$ cat config.mk
export PLATFORM = sky130hd
export DESIGN_NAME = tcw_cursor_step
export DESIGN_NICKNAME = d
export VERILOG_FILES = /design/src/tcw_pkg.sv /design/src/tcw_cursor_step.sv
export SDC_FILE = /design/constraint.sdc
export NUM_CORES = 1
export LEC_CHECK = 0
export BUFFER_PORTS_ARGS = -buffer_cell sky130_fd_sc_hd__buf_2
export CAP_MARGIN = 20
export CORE_UTILIZATION = 45
export DETAILED_ROUTE_END_ITERATION = 8
export PLACE_DENSITY = 0.87
export SLEW_MARGIN = 25
export SYNTH_ARGS = -nofsm -noshare
export SYNTH_HDL_FRONTEND = slang
export SYNTH_SLANG_ARGS = --single-unit
$ cat constraint.sdc
create_clock -name vclk -period 4.2
set_input_delay 0.21 -clock vclk [all_inputs]
set_output_delay 0.21 -clock vclk [all_outputs]
set_load 0.005 [all_outputs]
$ cat src/tcw_pkg.sv
// tcw_pkg: shared types and constants for the text console writer.
// Payload structs, op and character codes, config indexes and reset values.
// No dependencies.
package tcw_pkg;

    localparam int IDX_W = 17;

    localparam logic [1:0] OP_PUT   = 2'd0;
    localparam logic [1:0] OP_CLEAR = 2'd1;
    localparam logic [1:0] OP_READ  = 2'd2;
    localparam logic [1:0] OP_NOP   = 2'd3;

    localparam logic [7:0] CH_TAB   = 8'd9;
    localparam logic [7:0] CH_LF    = 8'd10;
    localparam logic [7:0] CH_CR    = 8'd13;
    localparam logic [7:0] CH_SPACE = 8'h20;

    localparam logic [1:0] CFG_ATTR = 2'd0;
    localparam logic [1:0] CFG_COLS = 2'd1;
    localparam logic [1:0] CFG_ROWS = 2'd2;

    localparam logic [7:0] ATTR_RST = 8'd15;
    localparam logic [7:0] COLS_RST = 8'd80;
    localparam logic [7:0] ROWS_RST = 8'd25;

    typedef struct packed {
        logic [1:0]  op;
        logic [7:0]  char_code;
        logic [11:0] read_address;
    } in_item_t;

    typedef struct packed {
        logic [15:0] cell_value;
        logic [7:0]  cursor_row;
        logic [7:0]  cursor_col;
        logic        scrolled;
    } out_item_t;

    typedef struct packed {
        logic [7:0] row;
        logic [7:0] col;
        logic       put_cell;
        logic       scroll;
    } cursor_step_t;

endpackage

$ cat src/tcw_cursor_step.sv
// tcw_cursor_step: next cursor position for one put-character item.
// Handles newline, carriage return, tab, line wrap and bottom-of-screen scroll.
// Depends on tcw_pkg.
module tcw_cursor_step #(
    parameter int TAB_STEP = 8
) (
    input  logic [7:0]           row,
    input  logic [7:0]           col,
    input  logic [7:0]           char_code,
    input  logic [7:0]           cols_eff,
    input  logic [7:0]           rows_eff,
    output tcw_pkg::cursor_step_t step
);

    localparam logic [8:0] TAB_INC = 9'(TAB_STEP);

    always_comb
    begin
        logic [8:0] col_adv;
        logic [8:0] row_adv;
        logic       line;

        step.put_cell = 1'b0;
        step.scroll   = 1'b0;
        step.row      = row;
        step.col      = col;
        line          = 1'b0;
        col_adv = (char_code == tcw_pkg::CH_TAB) ? ({1'b0, col} + TAB_INC)
                                                 : ({1'b0, col} + 9'd1);
        row_adv = {1'b0, row} + 9'd1;

        case (char_code)
            tcw_pkg::CH_LF:
            begin
                line = 1'b1;
            end
            tcw_pkg::CH_CR:
            begin
                step.col = 8'd0;
            end
            default:
            begin
                step.put_cell = (char_code != tcw_pkg::CH_TAB);
                if (col_adv >= {1'b0, cols_eff})
                begin
                    step.col = 8'd0;
                    line     = 1'b1;
                end
                else
                begin
                    step.col = col_adv[7:0];
                end
            end
        endcase

        if (line)
        begin
            if (row_adv >= {1'b0, rows_eff})
            begin
                step.row    = rows_eff - 8'd1;
                step.scroll = 1'b1;
            end
            else
            begin
                step.row = row_adv[7:0];
            end
        end
    end

endmodule

==> qor.csv, run 1 <==
metric,value,unit
synth.avg_cell_area,7.00,um2
wirelength,3080,um
status,finished clean,
first_pass_iters,4,
fin_setup_tns,0,ns
gp_congestion,0.853,
p_leak,0.833,nW
power.density_cell_area,122,nW/um2
std_cell_rows,18,
timing.critical_path.max_delay_family,simple AND/OR/NAND/NOR gates,
critical_path_peak_fanout,7,
post_synth_and_or_nand_nor_area_fraction,27.4,%
num_io_pins,58,
initial_core_util,49.1,%
die_y,54.9,um
critical_path.max_stage_delay,0.40,ns
via_count_of_the_first_global_routing_pass,1172,
vias,1438,
grt_antenna_before_repair,0,
cts_hold_repair.buffers,0,
mappedNetlistNets,240,
drtAntennaViolNets,0,
cp.arrival,3.37,ns
synth_mux_area_share,4.47,%
drt_first_iter_violations,21,
vdd_ir_max,0.0765,mV
maximum_number_of_pins_on_one_net_before_global_route_repair,14,
floorplan.die_area,3020,um2
nClkBuffers,0,
slew_headroom,69.2,%
grt.overflow.total,0,
worstSetupEndpointType,output port,
layout_worst_path_cycle_share,85.3,%
netlist_instances,180,
seq_cell_count,0,
timing.final.setup_violations,0,
arithmetic_cell_share_of_the_synthesized_area_counting_full_adders_half_adders_and_majority_gates,19.9,%
synth_top_family_by_area,simple AND/OR/NAND/NOR gates,
synth-xor-area-share,13.2,%
global_route_wire_length_before_repair,4790,um
detailedPlace.worstSlack,0.614,ns
globalRouteTotalUtil,20.6,%
area_growth,24.0,%
ys_seq_area_share,0,%
synth_compound_area_share,26.2,%
synth.yosys.warnings,0,
worst_hold_path_type,in2out,
drc_violations_left,0,
critical_path.n_buffers_inverters,3,
die_width,54.9,um
drv.max_cap_violation_count,0,
via_per_inst,5.47,
criticalPathCategory,in2out,
rsz_0062_raised_after_global_routing,false,
critical_path.cell_chain,"buf_2, nor4_2, and2_0, nand2_1, a21oi_1, xor2_1, ha_1, and3_1, a22oi_1, nand3_1, nor3_2, buf_4, nand2_1, a31oi_1, buf_2",
syn-cell-area,1260,um2
fin_ws,0.617,ns
timing_worst_slew_pin_value,0.459,ns
layout-drive-gt1-share,30.0,%
postCtsSetupBuffers,0,
core_area,2570,um2
post_cts_resize_count,0,
port-buffer-count,58,
final_max_slew_viol_count,0,
post-route-min-period,3.58,ns
dp_hpwl,2720,um
sequential_cell_area,0,um2
maximum_clock_frequency,0.279,GHz
crit_path_start_kind,primary input,
worst_path_max_delay_cell,sky130_fd_sc_hd__nor4_2,
finalHoldViolations,0,
number_of_fill_cells,259,
detail_route.wl_per_cell,11.7,um
antenna_cells,0,
finish.net_count,295,
netlist-cell-type-count,45,
worst_ep_required_time,3.99,ns
[layer usage]
metal / vias to the layer above / global-route usage, % / share of wire, %
met2: 36 / 35.5 / 47
met3: 0 / 0.273 / 4.5
met5: - / 0 / 0
met1: 640 / 29.8 / 48
met4: 0 / 0.833 / 0
li1: 762 / - / -
[cell usage in the layout, fill, tap and decap left out, drive strengths merged, types with 2 or more instances in the layout]
cell type,instances
nor3,4
o22a,2
a211oi,3
nand4,5
nand2,11
a21oi,16
xor2,6
and3,3
a22o,3
ha,20
a21o,4
nor2,7
inv,21
o21ai,7
nand3,12
mux2i,3
a22oi,3
nor2b,2
xnor2,13
buf,59
and2,4
nand2b,4
mux2,2
nand3b,2
a31oi,5
[through the flow]
stage	area, um2	std cells	util, %	hold WS (ns)	total power [mW]
finish	1560	263	60.9	0.734	0.190
global route	1560	263	60.9	0.775	0.214
CTS	1560	263	60.9	0.737	0.191
detailed placement	1560	263	60.9	0.734	0.190
global placement	1560	263	60.9	0.736	0.186
floorplan	1260	180	-	0.488	0.122
[power by group]
group          leakage (nW)  switching (mW)  internal (mW)
clock                     0               0              0
combinational         0.833          0.0985         0.0916
sequential                0               0              0
[synthesized netlist by cell type (all sizes together), types with 5 or more instances]
master | n | area (um2)
nand3 | 12 | 60.1
inv | 21 | 78.8
nand2 | 11 | 41.3
xnor2 | 13 | 114
a31oi | 5 | 31.3
nor2 | 7 | 26.3
xor2 | 6 | 52.6
o21ai | 7 | 35.0
a21oi | 16 | 80.1
nand4 | 5 | 31.3
ha | 20 | 250
[cell families (layout without fill, tap and decap cells)]
| family | count (synthesis) | count (layout) |
|---|---|---|
| AND/OR/NAND/NOR | 60 | 60 |
| AO/OA/AOI/OAI | 49 | 49 |
| adder cells (fa/ha/maj) | 20 | 20 |
| XOR/XNOR | 19 | 19 |
| multiplexers | 5 | 5 |
| buffers and inverters | 27 | 80 |
[final timing paths]
kind / from / endpoint / slack, ns / cells past startpoint
worst max-delay path: char_code[7] / step[2] / 0.62 / 15
worst min-delay path: col[6] / step[8] / 0.73 / 3
[cell type report]
cell class	count	area, um2	area share, %
Inverter	21	78.8	5.04
Multi-Input combinational cell	153	1150	73.5
Timing Repair Buffer	59	298	19.1
Tap cell	30	37.5	2.40
[worst min-delay path: cells and delay by family]
kind / cells / cell delay, ns
AOI/OAI and AO/OA: 1 / 0.07
buffers and inverters: 2 / 0.24
Note: power is estimated with default switching activity, not from simulation.
==> run 2: changes to the inputs <==
==> constraint.sdc (replaced) <==
create_clock -name vclk -period 4.59
set_input_delay 0.2295 -clock vclk [all_inputs]
set_output_delay 0.2295 -clock vclk [all_outputs]
set_load 0.005 [all_outputs]
==> run 2 against run 1 <==
  * Cell area fell by 0.48%
  * Non-clock buffer count decreased by 1
  * Cell count shrank 0.38%
  * Via count increased by 3.0%
  * Critical path depth decreased by 1
  * Largest cell class unchanged
  * Largest power group unchanged
  * Highest routed layer is now met4
==> qor.csv, run 2 (synthesized netlist as in run 1, its figures left out) <==
metric,value,unit
num_io_pins,58,
initial_core_util,49.1,%
final_max_slew_viol_count,0,
finalHoldWorstSlack,0.789,ns
p_leak,0.828,nW
std_cell_rows,18,
power.density_cell_area,112,nW/um2
post-route-cell-area,1560,um2
critical_path.max_stage_delay,0.63,ns
postLayoutCoreUtil,60.6,%
finalHoldViolations,0,
number_of_fill_cells,268,
timing.critical_path.max_delay_family,simple AND/OR/NAND/NOR gates,
timing.final.setup_violations,0,
drv.max_cap_violation_count,0,
core_area,2570,um2
globalRouteTotalUtil,22.9,%
die_width,54.9,um
multi_input_area,1150,um2
status,finished clean,
via_count_of_the_first_global_routing_pass,1286,
layout_worst_path_cycle_share,83.7,%
worstSetupEndpointType,output port,
final_common_cell,sky130_fd_sc_hd__buf_2,
global_route_wire_length_before_repair,5290,um
total_power,0.174,mW
layout-drive-gt1-share,29.7,%
gp_congestion,0.919,
rsz_0062_raised_after_global_routing,false,
maximum_number_of_pins_on_one_net_before_global_route_repair,14,
finish.net_count,294,
drt_first_iter_violations,18,
post_cts_resize_count,0,
grt.overflow.total,0,
fin_setup_tns,0,ns
wirelength,3310,um
via_per_inst,5.65,
cp.arrival,3.61,ns
critical_path.n_buffers_inverters,2,
worst_path_max_delay_cell,sky130_fd_sc_hd__nor3_2,
grt_antenna_before_repair,0,
post-route-min-period,3.84,ns
critical_path_peak_fanout,13,
drtAntennaViolNets,0,
postCtsSetupBuffers,0,
dp_hpwl,2820,um
worst_hold_path_type,in2out,
sequential_cell_area,0,um2
cts_hold_repair.buffers,0,
criticalPathCategory,in2out,
final_cell_mix,"58 x sky130_fd_sc_hd__buf_2, 21 x sky130_fd_sc_hd__inv_1, 20 x sky130_fd_sc_hd__ha_1",
nClkBuffers,0,
die_y,54.9,um
placement.cell_area,1560,um2
port-buffer-count,58,
worst_ep_required_time,4.36,ns
detail_route.wl_per_cell,12.6,um
antenna_cells,0,
drc_violations_left,0,
timing_worst_slew_pin_value,0.780,ns
first_pass_iters,4,
floorplan.die_area,3020,um2
vdd_ir_max,0.0668,mV
slew_headroom,47.7,%
area_growth,23.4,%
maximum_clock_frequency,0.260,GHz
crit_path_start_kind,primary input,
vias,1481,
critical_path.cell_chain,"buf_2, nor4_2, and2_0, nand2_1, a21oi_1, xor2_1, ha_1, a21o_1, a22oi_1, nand3_1, nor3_2, a21oi_1, a31oi_1, buf_2",
seq_cell_count,0,
-- run 2: changes by cell type in the layout (fill, tap and decap cells not counted), sizes merged --
cell	before	now
buf	59	58
-- run 2: area by class of cell --
type / instances / area share, %
multi-input combinational: 153 / 73.9
timing repair buffer: 58 / 18.7
inverter: 21 / 5.07
tap: 30 / 2.41
-- run 2: layer usage --
metal | routed length [um] | vias to the layer above | part of all wire, % | track usage, %
met3 | 207 | 2 | 6.3 | 1.09
met5 | 0 | - | 0 | 0
li1 | - | 760 | - | -
met2 | 1540 | 53 | 46 | 38.0
met4 | 17 | 0 | 0.51 | 4.17
met1 | 1550 | 666 | 47 | 32.8
-- run 2: path summary, 6_finish.rpt --
check	slack, ns	end	from	cells past startpoint
setup / recovery	0.75	step[5]	char_code[7]	14
hold / removal	0.79	step[2]	col[0]	3
-- run 2: metrics by stage --
stage | setup slack [ns] | cells
finish | 0.746 | 262
global placement | 0.960 | 262
detailed placement | 0.820 | 262
CTS | 0.814 | 262
floorplan | 1.46 | 180
global route | 0.481 | 262
-- run 2: power breakdown --
part | internal (mW) | total [mW] | switching [mW] | leakage [nW]
logic | 0.0824 | 0.174 | 0.0915 | 0.828
clock network | 0 | 0 | 0 | 0
registers | 0 | 0 | 0 | 0
total | 0.0824 | 0.174 | 0.0915 | 0.828
-- run 2: worst min-delay path, delay by kind of cell --
family / cells / cell delay [ns]
buffers and inverters: 2 / 0.25
AOI/OAI and AO/OA: 1 / 0.08
